### src/hw/rtl/slt_pkg.sv
// Shared types, constants and keyword table of the script lexer.
package slt_pkg;

  localparam int CH_W    = 8;
  localparam int KIND_W  = 6;
  localparam int START_W = 32;
  localparam int LEN_W   = 16;
  localparam int LINE_W  = 24;

  localparam int DEF_KEYWORD_CHARS     = 8;
  localparam int DEF_MAX_COMMENT_DEPTH = 255;
  localparam int DEF_OFFSET_BITS       = 32;

  localparam int KW_COUNT = 22;
  localparam int KW_CHARS = 8;

  // token kinds
  localparam logic [KIND_W-1:0] K_LPAREN   = 6'd0;
  localparam logic [KIND_W-1:0] K_RPAREN   = 6'd1;
  localparam logic [KIND_W-1:0] K_LBRACE   = 6'd2;
  localparam logic [KIND_W-1:0] K_RBRACE   = 6'd3;
  localparam logic [KIND_W-1:0] K_SEMI     = 6'd4;
  localparam logic [KIND_W-1:0] K_COMMA    = 6'd5;
  localparam logic [KIND_W-1:0] K_DOT      = 6'd6;
  localparam logic [KIND_W-1:0] K_QUEST    = 6'd7;
  localparam logic [KIND_W-1:0] K_COLON    = 6'd8;
  localparam logic [KIND_W-1:0] K_MINUS    = 6'd9;
  localparam logic [KIND_W-1:0] K_PLUS     = 6'd11;
  localparam logic [KIND_W-1:0] K_STAR     = 6'd13;
  localparam logic [KIND_W-1:0] K_SLASH    = 6'd15;
  localparam logic [KIND_W-1:0] K_SLASH_EQ = 6'd16;
  localparam logic [KIND_W-1:0] K_BANG     = 6'd17;
  localparam logic [KIND_W-1:0] K_EQUAL    = 6'd19;
  localparam logic [KIND_W-1:0] K_LESS     = 6'd21;
  localparam logic [KIND_W-1:0] K_GREATER  = 6'd23;
  localparam logic [KIND_W-1:0] K_IDENT    = 6'd25;
  localparam logic [KIND_W-1:0] K_STRING   = 6'd26;
  localparam logic [KIND_W-1:0] K_NUMBER   = 6'd27;
  localparam logic [KIND_W-1:0] K_KW_BASE  = 6'd28;
  localparam logic [KIND_W-1:0] K_ERR_STR  = 6'd50;
  localparam logic [KIND_W-1:0] K_ERR_CHAR = 6'd51;
  localparam logic [KIND_W-1:0] K_EOF      = 6'd52;

  typedef struct packed {
    logic [KIND_W-1:0]  kind;
    logic [START_W-1:0] start_offset;
    logic [LEN_W-1:0]   lexeme_length;
    logic [LINE_W-1:0]  line_number;
    logic               last;
  } token_t;

  // keyword text, first character in the most significant used byte
  localparam logic [8*KW_CHARS-1:0] KW_TEXT [KW_COUNT] = '{
    "and", "break", "case", "class", "continue", "default", "else", "false",
    "for", "fun", "if", "let", "nil", "or", "print", "return", "super",
    "switch", "this", "true", "var", "while"
  };
  localparam logic [3:0] KW_LEN [KW_COUNT] = '{
    4'd3, 4'd5, 4'd4, 4'd5, 4'd8, 4'd7, 4'd4, 4'd5,
    4'd3, 4'd3, 4'd2, 4'd3, 4'd3, 4'd2, 4'd5, 4'd6, 4'd5,
    4'd6, 4'd4, 4'd4, 4'd3, 4'd5
  };

  // pfx[8*i +: 8] holds character i of the identifier
  function automatic logic [KIND_W-1:0] kw_lookup(input logic [8*KW_CHARS-1:0] pfx,
                                                  input logic [LEN_W-1:0] len);
    logic [KIND_W-1:0] res;
    logic              hit;
    int                n;
    res = K_IDENT;
    for (int k = KW_COUNT - 1; k >= 0; k--) begin
      n   = int'(KW_LEN[k]);
      hit = (len == LEN_W'(KW_LEN[k]));
      for (int i = 0; i < KW_CHARS; i++) begin
        if (i < n && pfx[8*i +: 8] != KW_TEXT[k][8*(n-1-i) +: 8]) hit = 1'b0;
      end
      if (hit) res = K_KW_BASE + KIND_W'(k);
    end
    return res;
  endfunction

endpackage

### src/hw/rtl/slt_if.sv
// Channel interfaces: source bytes in, tokens out.
interface slt_byte_if;
  logic                     valid;
  logic                     ready;
  logic [slt_pkg::CH_W-1:0] ch;
  modport source (output valid, output ch, input ready);
  modport sink   (input valid, input ch, output ready);
endinterface

interface slt_tok_if;
  logic                        valid;
  logic                        ready;
  logic [slt_pkg::KIND_W-1:0]  kind;
  logic [slt_pkg::START_W-1:0] start_offset;
  logic [slt_pkg::LEN_W-1:0]   lexeme_length;
  logic [slt_pkg::LINE_W-1:0]  line_number;
  logic                        last;
  modport source (output valid, output kind, output start_offset, output lexeme_length,
                  output line_number, output last, input ready);
  modport sink   (input valid, input kind, input start_offset, input lexeme_length,
                  input line_number, input last, output ready);
endinterface

### src/hw/rtl/script_lexer_tokenizer.sv
// Streaming tokenizer: one source byte in, zero to three tokens out.
//
//  channel | dir | payload                                        | transaction
//  --------+-----+------------------------------------------------+-----------------
//  src     | in  | ch (8b, 0 = end of input)                      | one source byte
//  tok     | out | kind, start_offset, lexeme_length, line_number,| one token
//          |     | last                                           |
//
// A byte is scanned in the cycle it is taken; its tokens land in an 8-entry
// token queue that drains one token per cycle while tok.ready is high. src.ready
// is high while the queue has room for three tokens, so bytes stream at one per
// cycle as long as the token side keeps up. Synchronous active-high reset returns
// the scanner to idle at line 1, offset 0, and empties the queue. A byte 0 also
// returns the scanner to its reset state after its tokens are queued.
module script_lexer_tokenizer #(
  parameter int KEYWORD_CHARS     = slt_pkg::DEF_KEYWORD_CHARS,
  parameter int MAX_COMMENT_DEPTH = slt_pkg::DEF_MAX_COMMENT_DEPTH,
  parameter int OFFSET_BITS       = slt_pkg::DEF_OFFSET_BITS
) (
  input logic clk,
  input logic rst,
  slt_byte_if.sink  src,
  slt_tok_if.source tok
);

  localparam int DW  = $clog2(MAX_COMMENT_DEPTH + 1);
  localparam int QD  = 8;
  localparam int QAW = 3;

  typedef enum logic [3:0] {
    M_IDLE, M_SLASH, M_LINE, M_BLOCK, M_OP2, M_IDENT, M_NUM, M_NUMDOT, M_FRAC, M_STRING
  } mode_t;

  // scanner state
  mode_t                              scan_mode,    scan_mode_next;
  logic [OFFSET_BITS-1:0]             lexeme_start, lexeme_start_next;
  logic [OFFSET_BITS-1:0]             position,     position_next;
  logic [slt_pkg::LINE_W-1:0]         line_count,   line_count_next;
  logic [slt_pkg::LEN_W-1:0]          run_length,   run_length_next;
  logic [KEYWORD_CHARS-1:0][7:0]      prefix_chars, prefix_chars_next;
  logic [DW-1:0]                      comment_depth, comment_depth_next;
  logic [7:0]                         held_char,    held_char_next;

  // tokens made by this byte
  slt_pkg::token_t                    res [3];
  logic [1:0]                         res_n;

  // token queue
  slt_pkg::token_t                    q_mem [QD];
  logic [QAW-1:0]                     q_wr, q_rd;
  logic [QAW:0]                       q_cnt;

  logic [7:0] c;
  logic       take, pop;

  assign c    = src.ch;
  assign take = src.valid && src.ready;
  assign pop  = tok.valid && tok.ready;
  assign src.ready = (q_cnt <= (QAW+1)'(QD - 3));

  function automatic logic is_alpha(input logic [7:0] x);
    return (x >= "a" && x <= "z") || (x >= "A" && x <= "Z") || x == "_";
  endfunction

  function automatic logic is_digit(input logic [7:0] x);
    return x >= "0" && x <= "9";
  endfunction

  function automatic logic [slt_pkg::KIND_W-1:0] op_single(input logic [7:0] x);
    logic [slt_pkg::KIND_W-1:0] k;
    case (x)
      "-":     k = slt_pkg::K_MINUS;
      "+":     k = slt_pkg::K_PLUS;
      "*":     k = slt_pkg::K_STAR;
      "!":     k = slt_pkg::K_BANG;
      "=":     k = slt_pkg::K_EQUAL;
      "<":     k = slt_pkg::K_LESS;
      default: k = slt_pkg::K_GREATER;
    endcase
    return k;
  endfunction

  function automatic logic [slt_pkg::LEN_W-1:0] sat_add(input logic [slt_pkg::LEN_W-1:0] a,
                                                        input logic [1:0] k);
    logic [slt_pkg::LEN_W:0] s;
    s = {1'b0, a} + (slt_pkg::LEN_W+1)'(k);
    return s[slt_pkg::LEN_W] ? '1 : s[slt_pkg::LEN_W-1:0];
  endfunction

  // scan step
  always_comb begin
    logic [slt_pkg::LINE_W-1:0]        line_up;
    logic [8*slt_pkg::KW_CHARS-1:0]    pfx;
    logic                              again;
    logic [slt_pkg::KIND_W-1:0]        ek [3];
    logic [OFFSET_BITS-1:0]            es [3];
    logic [slt_pkg::LEN_W-1:0]         el [3];
    logic [1:0]                        n;

    line_up = (line_count == '1) ? line_count : line_count + 1'b1;
    for (int i = 0; i < slt_pkg::KW_CHARS; i++) pfx[8*i +: 8] = prefix_chars[i];

    scan_mode_next     = scan_mode;
    lexeme_start_next  = lexeme_start;
    line_count_next    = line_count;
    run_length_next    = run_length;
    prefix_chars_next  = prefix_chars;
    comment_depth_next = comment_depth;
    held_char_next     = held_char;
    again              = 1'b0;
    n                  = 2'd0;
    for (int i = 0; i < 3; i++) begin
      ek[i] = '0;
      es[i] = '0;
      el[i] = '0;
    end

    unique case (scan_mode)
      M_SLASH: begin
        if (c == "/") scan_mode_next = M_LINE;
        else if (c == "*") begin
          scan_mode_next     = M_BLOCK;
          comment_depth_next = DW'(1);
          held_char_next     = '0;
        end else if (c == "=") begin
          ek[n] = slt_pkg::K_SLASH_EQ; es[n] = lexeme_start; el[n] = 16'd2; n = n + 1'b1;
          scan_mode_next = M_IDLE;
        end else begin
          ek[n] = slt_pkg::K_SLASH; es[n] = lexeme_start; el[n] = 16'd1; n = n + 1'b1;
          again = 1'b1;
        end
      end
      M_LINE: begin
        if (c == 8'h0A) begin
          line_count_next = line_up;
          scan_mode_next  = M_IDLE;
        end else if (c == 8'h00) again = 1'b1;
      end
      M_BLOCK: begin
        if (c == 8'h00) again = 1'b1;
        else if (held_char == "*" && c == "/") begin
          held_char_next     = '0;
          comment_depth_next = comment_depth - 1'b1;
          if (comment_depth == DW'(1)) scan_mode_next = M_IDLE;
        end else if (held_char == "/" && c == "*") begin
          held_char_next = '0;
          if (comment_depth < DW'(MAX_COMMENT_DEPTH)) comment_depth_next = comment_depth + 1'b1;
        end else begin
          held_char_next = (c == "*" || c == "/") ? c : 8'h00;
          if (c == 8'h0A) line_count_next = line_up;
        end
      end
      M_OP2: begin
        if (c == "=") begin
          ek[n] = op_single(held_char) + 1'b1; es[n] = lexeme_start; el[n] = 16'd2;
          n = n + 1'b1;
          scan_mode_next = M_IDLE;
        end else begin
          ek[n] = op_single(held_char); es[n] = lexeme_start; el[n] = 16'd1; n = n + 1'b1;
          again = 1'b1;
        end
        held_char_next = '0;
      end
      M_IDENT: begin
        if (is_alpha(c) || is_digit(c)) begin
          for (int i = 0; i < KEYWORD_CHARS; i++)
            if (run_length == slt_pkg::LEN_W'(i)) prefix_chars_next[i] = c;
          run_length_next = sat_add(run_length, 2'd1);
        end else begin
          ek[n] = slt_pkg::kw_lookup(pfx, run_length); es[n] = lexeme_start;
          el[n] = run_length; n = n + 1'b1;
          again = 1'b1;
        end
      end
      M_NUM, M_FRAC: begin
        if (is_digit(c)) run_length_next = sat_add(run_length, 2'd1);
        else if (c == "." && scan_mode == M_NUM) scan_mode_next = M_NUMDOT;
        else begin
          ek[n] = slt_pkg::K_NUMBER; es[n] = lexeme_start; el[n] = run_length; n = n + 1'b1;
          again = 1'b1;
        end
      end
      M_NUMDOT: begin
        if (is_digit(c)) begin
          run_length_next = sat_add(run_length, 2'd2);
          scan_mode_next  = M_FRAC;
        end else begin
          ek[n] = slt_pkg::K_NUMBER; es[n] = lexeme_start; el[n] = run_length; n = n + 1'b1;
          ek[n] = slt_pkg::K_DOT; es[n] = position - 1'b1; el[n] = 16'd1; n = n + 1'b1;
          again = 1'b1;
        end
      end
      M_STRING: begin
        if (c == "\"") begin
          ek[n] = slt_pkg::K_STRING; es[n] = lexeme_start;
          el[n] = sat_add(run_length, 2'd1); n = n + 1'b1;
          run_length_next = sat_add(run_length, 2'd1);
          scan_mode_next  = M_IDLE;
        end else if (c == 8'h00) begin
          ek[n] = slt_pkg::K_ERR_STR; es[n] = lexeme_start; el[n] = run_length; n = n + 1'b1;
          again = 1'b1;
        end else begin
          if (c == 8'h0A) line_count_next = line_up;
          run_length_next = sat_add(run_length, 2'd1);
        end
      end
      default: again = 1'b1;
    endcase

    // between tokens: start whatever this byte opens
    if (again) begin
      scan_mode_next    = M_IDLE;
      lexeme_start_next = position;
      case (c)
        8'h00: begin
          ek[n] = slt_pkg::K_EOF; es[n] = position; el[n] = 16'd0; n = n + 1'b1;
        end
        " ", 8'h0D, 8'h09: ;
        8'h0A: line_count_next = line_up;
        "(", ")", "{", "}", ";", ",", ".", "?", ":": begin
          case (c)
            "(":     ek[n] = slt_pkg::K_LPAREN;
            ")":     ek[n] = slt_pkg::K_RPAREN;
            "{":     ek[n] = slt_pkg::K_LBRACE;
            "}":     ek[n] = slt_pkg::K_RBRACE;
            ";":     ek[n] = slt_pkg::K_SEMI;
            ",":     ek[n] = slt_pkg::K_COMMA;
            ".":     ek[n] = slt_pkg::K_DOT;
            "?":     ek[n] = slt_pkg::K_QUEST;
            default: ek[n] = slt_pkg::K_COLON;
          endcase
          es[n] = position; el[n] = 16'd1; n = n + 1'b1;
        end
        "/": scan_mode_next = M_SLASH;
        "-", "+", "*", "!", "=", "<", ">": begin
          held_char_next = c;
          scan_mode_next = M_OP2;
        end
        "\"": begin
          run_length_next = 16'd1;
          scan_mode_next  = M_STRING;
        end
        default: begin
          if (is_alpha(c)) begin
            prefix_chars_next    = '0;
            prefix_chars_next[0] = c;
            run_length_next      = 16'd1;
            scan_mode_next       = M_IDENT;
          end else if (is_digit(c)) begin
            run_length_next = 16'd1;
            scan_mode_next  = M_NUM;
          end else begin
            ek[n] = slt_pkg::K_ERR_CHAR; es[n] = position; el[n] = 16'd1; n = n + 1'b1;
          end
        end
      endcase
    end

    if (c == 8'h00) begin
      scan_mode_next     = M_IDLE;
      lexeme_start_next  = '0;
      position_next      = '0;
      line_count_next    = slt_pkg::LINE_W'(1);
      run_length_next    = '0;
      prefix_chars_next  = '0;
      comment_depth_next = '0;
      held_char_next     = '0;
    end else begin
      position_next = position + 1'b1;
    end

    res_n = n;
    for (int i = 0; i < 3; i++) begin
      res[i].kind          = ek[i];
      res[i].start_offset  = slt_pkg::START_W'(es[i]);
      res[i].lexeme_length = el[i];
      res[i].line_number   = line_count;
      res[i].last          = (2'(i + 1) == n);
    end
  end

  always_ff @(posedge clk) begin
    if (rst) begin
      scan_mode     <= M_IDLE;
      lexeme_start  <= '0;
      position      <= '0;
      line_count    <= slt_pkg::LINE_W'(1);
      run_length    <= '0;
      prefix_chars  <= '0;
      comment_depth <= '0;
      held_char     <= '0;
    end else if (take) begin
      scan_mode     <= scan_mode_next;
      lexeme_start  <= lexeme_start_next;
      position      <= position_next;
      line_count    <= line_count_next;
      run_length    <= run_length_next;
      prefix_chars  <= prefix_chars_next;
      comment_depth <= comment_depth_next;
      held_char     <= held_char_next;
    end
  end

  // token queue: up to three pushes and, while tok.ready is high, one pop per cycle
  always_ff @(posedge clk) begin
    if (take) begin
      for (int i = 0; i < 3; i++)
        if (2'(i) < res_n) q_mem[q_wr + QAW'(i)] <= res[i];
    end
  end

  always_ff @(posedge clk) begin
    if (rst) begin
      q_wr  <= '0;
      q_rd  <= '0;
      q_cnt <= '0;
    end else begin
      if (take) q_wr <= q_wr + QAW'(res_n);
      if (pop)  q_rd <= q_rd + 1'b1;
      q_cnt <= q_cnt + (take ? (QAW+1)'(res_n) : '0) - (pop ? (QAW+1)'(1) : '0);
    end
  end

  assign tok.valid         = (q_cnt != '0);
  assign tok.kind          = q_mem[q_rd].kind;
  assign tok.start_offset  = q_mem[q_rd].start_offset;
  assign tok.lexeme_length = q_mem[q_rd].lexeme_length;
  assign tok.line_number   = q_mem[q_rd].line_number;
  assign tok.last          = q_mem[q_rd].last;

endmodule
### src/flat_wrapper.sv
// flat-port wrapper written by rule: the top's interface ports become plain ports
module script_lexer_tokenizer_flat 
#(
  parameter int KEYWORD_CHARS     = slt_pkg::DEF_KEYWORD_CHARS,
  parameter int MAX_COMMENT_DEPTH = slt_pkg::DEF_MAX_COMMENT_DEPTH,
  parameter int OFFSET_BITS       = slt_pkg::DEF_OFFSET_BITS
)
  (clk, rst, src_valid, src_ch, src_ready, tok_valid, tok_kind, tok_start_offset, tok_lexeme_length, tok_line_number, tok_last, tok_ready);
  slt_byte_if src_i ();
  slt_tok_if tok_i ();
  input logic clk;
  input logic rst;
  input wire logic [$bits(src_i.valid)-1:0] src_valid;
  input wire logic [$bits(src_i.ch)-1:0] src_ch;
  output wire logic [$bits(src_i.ready)-1:0] src_ready;
  output wire logic [$bits(tok_i.valid)-1:0] tok_valid;
  output wire logic [$bits(tok_i.kind)-1:0] tok_kind;
  output wire logic [$bits(tok_i.start_offset)-1:0] tok_start_offset;
  output wire logic [$bits(tok_i.lexeme_length)-1:0] tok_lexeme_length;
  output wire logic [$bits(tok_i.line_number)-1:0] tok_line_number;
  output wire logic [$bits(tok_i.last)-1:0] tok_last;
  input wire logic [$bits(tok_i.ready)-1:0] tok_ready;
  assign src_i.valid = src_valid;
  assign src_i.ch = src_ch;
  assign src_ready = src_i.ready;
  assign tok_valid = tok_i.valid;
  assign tok_kind = tok_i.kind;
  assign tok_start_offset = tok_i.start_offset;
  assign tok_lexeme_length = tok_i.lexeme_length;
  assign tok_line_number = tok_i.line_number;
  assign tok_last = tok_i.last;
  assign tok_i.ready = tok_ready;
  script_lexer_tokenizer #(.KEYWORD_CHARS(KEYWORD_CHARS), .MAX_COMMENT_DEPTH(MAX_COMMENT_DEPTH), .OFFSET_BITS(OFFSET_BITS)) u_core (.clk(clk), .rst(rst), .src(src_i), .tok(tok_i));
endmodule
### config.mk
export PLATFORM = sky130hd
export DESIGN_NAME = script_lexer_tokenizer_flat
export DESIGN_NICKNAME = d
export VERILOG_FILES = /design/src/hw/rtl/slt_pkg.sv /design/src/hw/rtl/slt_if.sv /design/src/hw/rtl/script_lexer_tokenizer.sv /design/src/flat_wrapper.sv
export SDC_FILE = /design/constraint.sdc
export NUM_CORES = 2
export LEC_CHECK = 0
export BUFFER_PORTS_ARGS = -buffer_cell sky130_fd_sc_hd__buf_2
export CAP_MARGIN = 25
export CORE_MARGIN = 2
export CORE_UTILIZATION = 58
export DETAILED_ROUTE_END_ITERATION = 12
export PLACE_DENSITY = 0.77
export SYNTH_ARGS = -nofsm -noshare
export SYNTH_HDL_FRONTEND = slang
export SYNTH_SLANG_ARGS = --single-unit
### constraint.sdc
create_clock -name clk -period 9.75 [get_ports clk]
set_input_delay 1.95 -clock clk [delete_from_list [all_inputs] [get_ports clk]]
set_output_delay 1.95 -clock clk [all_outputs]
set_load 0.02 [all_outputs]
# == After elaboration in Yosys (flattened, before gate mapping) ==
# Memory sizes are Yosys's and may differ from the RTL's. A register that Yosys moved wholly into a read port is not among the register bits.
# Cells that the tools add are included.
# classes
addsub,15
magnitude_cmp,13
n_eq_ne,123
mux,321
bitwise_logic,38
n_reduce_logical,30
# op_table
operator,count
inequality test 8 x 7 -> 1 bit (second input constant),60
2-to-1 mux 64 bit,7
2-to-1 mux 32 bit,13
2-to-1 mux 16 bit,18
2-to-1 mux 96 bit,3
== test 8 x 6 -> 1 bit (second input constant),24
2-to-1 mux 24 bit,8
one-hot mux 32 bit (6 select lines),1
one-hot mux 96 bit (2 select lines),1
2-to-1 mux 6 bit,31
2-to-1 mux 8 bit,22
2-to-1 mux 1 bit,162
2-to-1 mux 48 bit,3
one-hot mux 18 bit (8 select lines),1
one-hot mux 48 bit (3 select lines),1
bitwise mux 96 bit,1
one-hot mux 16 bit (6 select lines),1
one-hot mux 24 bit (3 select lines),1
demux 32 bit (select 2 bit),1
== test 16 x 3 -> 1 bit (second input constant),4
one-hot mux 16 bit (4 select lines),1
AND 15 bit,4
NOT 15 bit,4
2-to-1 mux 18 bit,3
94 further kinds,165
# totals
reg_bits,198
mem_bits_rw,632
out_inout_bits,81
wordCells,559
mem_count,1
# mem_list
name,depth,width,rd,rd_clocked_by_memory_dff,wr,line,text
u_core.q_mem,8,79,1,1,3,script_lexer_tokenizer.sv:49,slt_pkg::token_t q_mem [QD];

# == Logic depth before layout (Yosys ltp) ==
# depth
ltp_word,37
depth_mapped,19
mapped_depth_nobuf,16

# == Worst setup path before layout ==
# No wires, ideal clock.
# synth_path
path_type,input to register
start,input port src_ch[3]
end,memory u_core.q_mem[3][0] (netlist name) (enable)
t_arrival_ps,6262
required_time_ps,8900
setup_slack_ps,2638
cell_stages,14
n_path_buf,6
path_cell_list,buf_2 -> or4_4 -> o211a_1 -> a211o_4 -> and2_4 -> buf_6 -> a211oi_4 -> mux2i_1 -> buf_6 -> buf_8 -> a21o_1 -> buf_2 -> buf_4 -> nand3_1
# synth_lines
element,line,text
start: declaration,flat_wrapper.sv:14,input wire logic [$bits(src_i.ch)-1:0] src_ch;
end: declaration,script_lexer_tokenizer.sv:49,

==> impl_metrics.json <==
{
  "port_buffers": 92,
  "root_buffer": "clkbuf_16",
  "die_w_um": 280,
  "grt_start_max_net_pins": 104,
  "drive_gt1_share_pct": 15.7,
  "power.share.sequential_pct": 38.5,
  "clock.fmax_mhz": 136,
  "cts_tree": "yes",
  "switchingPower_mw": 3.93,
  "arrival_ns": 7.68,
  "yosysUniqueCellTypes": 101,
  "combPwrFrac_pct": 31.5,
  "n_fill_cell": 5753,
  "power_density_mw_per_mm2": 237,
  "critPathKind": "in -> reg",
  "maxCapViolations": 0,
  "layout_common_cells": "512 x edfxtp_1, 423 x nand2_1, 416 x nor2_1",
  "multi_input_area_mm2": 0.0208,
  "internal-power_mw": 7.46,
  "ctsResizeCount": 0,
  "slew_violations": 0,
  "routed_via_density": 7.31,
  "rows": 101,
  "leakage_nw": 15.9,
  "clkTransAtPathRegs_ns": 0.06,
  "synth_edf_count": 512,
  "cp-start-kind": "primary input",
  "fin_crit_ns": 7.37,
  "synth_fa_ha_area_share_pct": 0.797,
  "track_usage_pct": 35.6,
  "worst_clock_skew_ns": 0.0264,
  "required_ns": 10.07,
  "totalPowerFinal_mw": 11.4,
  "wl_per_cell_um": 27.7,
  "synth_warnings": 0,
  "synth_top_family_by_area": "simple AND/OR/NAND/NOR gates",
  "tightest_slew_ns": 1.14,
  "grt_pass1_vias": 35900,
  "clock_latency_ns": 0.66,
  "ios": 93,
  "tns_ns": 0,
  "utilization_pct": 63.6,
  "synth_flop_cell": "edfxtp_1",
  "worst_slack_ns": 2.38,
  "final_common_cell": "edfxtp_1",
  "nNetsFinal": 4082,
  "htree_num_levels": 3,
  "end_kind": "flip-flop",
  "synth-seq-cells": 833,
  "final_antenna_net_count": 0,
  "cts.sinks": 833,
  "final.period_utilization_pct": 75.5,
  "ir_drop_mv": 0.201,
  "synth_xor_area_share_pct": 1.44,
  "cts_buffers": 84,
  "core_area_mm2": 0.0757,
  "critPathSlowestCell": "mux2i_1",
  "crit_fanout": 33,
  "power_frac_clock_pct": 30.0,
  "synth_nets": 4181,
  "path_cells": "buf_2 > or4b_1 > or4_1 > nand3_1 > nand4_1 > inv_1 > ha_1 > nand3_1 > mux2i_1 > inv_2 > nor3_2 > buf_4 > nor2_1 > buf_6 > nand2_4 > buf_4",
  "drt_iter0_drc": 5910,
  "slew_headroom_pct": 23.8,
  "rsz0062_at_grt": "no",
  "synthSimpleGateAreaFrac_pct": 17.3,
  "outcome": "finished clean",
  "finalHoldViolCount": 0,
  "pre_cts_slack_ns": 1.67,
  "critPathMaxStageDelay_ns": 0.78,
  "hpwlAfterDp_um": 86100,
  "grt_pass1_wl_um": 215000,
  "clockBufferDepth": 3,
  "synthCells": 4142,
  "synth_compound_area_share_pct": 15.2,
  "vias": 37200,
  "syn_area_per_cell_um2": 10.7,
  "first_pass_iters": 8,
  "swShare_pct": 34.5,
  "grt_antenna_before_repair": 4,
  "setup_viol": 0,
  "die_y_um": 280,
  "netlist_area_mm2": 0.0443,
  "start_util_pct": 58.5,
  "hold_class": "reg -> reg",
  "drc": 0,
  "seqCellArea_mm2": 0.0218,
  "place_congestion": 0.965,
  "area_growth_pct": 8.68,
  "routed_wl_um": 141000,
  "grt_overflow": 0,
  "seq_area_frac_synth_pct": 49.3,
  "synthMuxAreaShare_pct": 11.8,
  "cts_hold_buffers": 0,
  "cts_setup_buffers": 0,
  "ys_async_sr_fraction_pct": 0,
  "dieArea_mm2": 0.0785
}
[critical path, delay by kind of cell]
kind          cells  cell delay, ns
simple gates      8            2.67
buf+inv           6            2.11
fa+ha+maj         1            0.17
mux               1            0.78
[synthesized netlist by cell type, types with 8 or more instances]
cell type,n,area (um2)
edfxtp_1,512,15400
nand2_1,425,1600
nor2_1,419,1570
dfxtp_1,321,6430
clkbuf_1,238,893
o221ai_1,211,1850
a21oi_1,204,1020
nand3_1,181,906
mux4_2,158,3560
a22oi_1,109,818
a221oi_1,96,841
o21ai_0,95,475
mux2_2,80,901
nor3_1,80,400
mux2i_1,77,771
and3_1,69,432
nand4_1,69,432
buf_2,55,275
inv_1,46,173
nand3b_1,45,338
or3_1,45,282
nor4_1,38,238
xor2_1,37,324
xnor2_1,36,315
buf_1,32,120
a31oi_1,27,169
o211ai_1,26,195
ha_1,25,313
and2_1,23,144
buf_6,23,259
nand2b_1,22,138
nor2b_1,22,138
o22ai_1,20,125
o21ai_1,18,90.1
buf_4,15,113
a21o_1,14,105
nand4b_1,13,114
nor4bb_1,13,130
and4b_1,11,110
or2_2,10,62.6
and4_1,9,78.8
o31ai_1,9,67.6
a211oi_1,8,60.1
[metrics by stage]
stage	instances	hold slack, ns	instance area [um2]
floorplan	4142	0.430	44300
global placement	4926	0.441	45100
detailed placement	4930	0.446	45100
CTS	5086	0.455	48000
global route	5092	0.471	48100
finish	5093	0.452	48100
[cell type report]
class / instances / share of cell area (%)
sequential: 833 / 45.3
multi-input combinational: 2896 / 43.2
clock buffer: 107 / 4.87
tap: 978 / 2.54
timing repair buffer: 180 / 2.52
clock inverter: 49 / 1.15
inverter: 48 / 0.375
antenna: 2 / 0.0104
[final timing paths]
kind	endpoint	depth (start not counted)	startpoint	slack (ns)
min reg2reg	u_core.q_mem[3][36]$_SDFFE_PP0P_	2	u_core.q_mem[3][36]$_SDFFE_PP0P_	0.45
max reg2reg	u_core.q_mem[4][44]$_DFFE_PP_	15	u_core.scan_mode[0]$_SDFFE_PP0P_	3.12
min	u_core.q_mem[3][36]$_SDFFE_PP0P_	2	u_core.q_mem[3][36]$_SDFFE_PP0P_	0.45
max	u_core.q_mem[4][44]$_DFFE_PP_	16	src_ch[5]	2.38
[per-layer routing]
metal | wire (um) | track usage, % | up-vias
li1 | - | - | 15900
met1 | 51600 | 46.1 | 17900
met2 | 64900 | 56.1 | 2857
met3 | 17700 | 8.89 | 537
met4 | 6990 | 17.3 | 4
met5 | 28 | 0 | -
[flip-flops by register name, summed over array words and instances, names as in the netlist, named ones only]
name	cells
u_core.q_mem	632
u_core.prefix_chars	64
u_core.lexeme_start	32
u_core.position	32
u_core.line_count	24
u_core.run_length	16
u_core.comment_depth	8
u_core.held_char	8
u_core.q_cnt	4
u_core.scan_mode	4
u_core.q_rd	3
u_core.q_wr	3
[power by group through the flow]
stage / Sequential [mW] / Clock [mW] / Combinational (mW)
3_3_place_gp: 4.43 / 0 / 3.43
6_report: 4.38 / 3.42 / 3.59
4_1_cts: 4.38 / 3.42 / 3.51
2_1_floorplan: 4.35 / 0 / 2.48
5_1_grt: 4.41 / 3.54 / 3.78
3_5_place_dp: 4.45 / 0 / 3.49
[cells by family after synthesis]
| logic type | after synthesis |
|---|---|
| AOI/OAI and AO/OA | 931 |
| buffers and inverters | 413 |
| xor gates and xnor gates | 73 |
| DFF | 833 |
| muxes | 315 |
| adders and majority gates | 27 |
| and+or+nand+nor | 1550 |
Note: power is estimated with default switching activity, not from simulation.
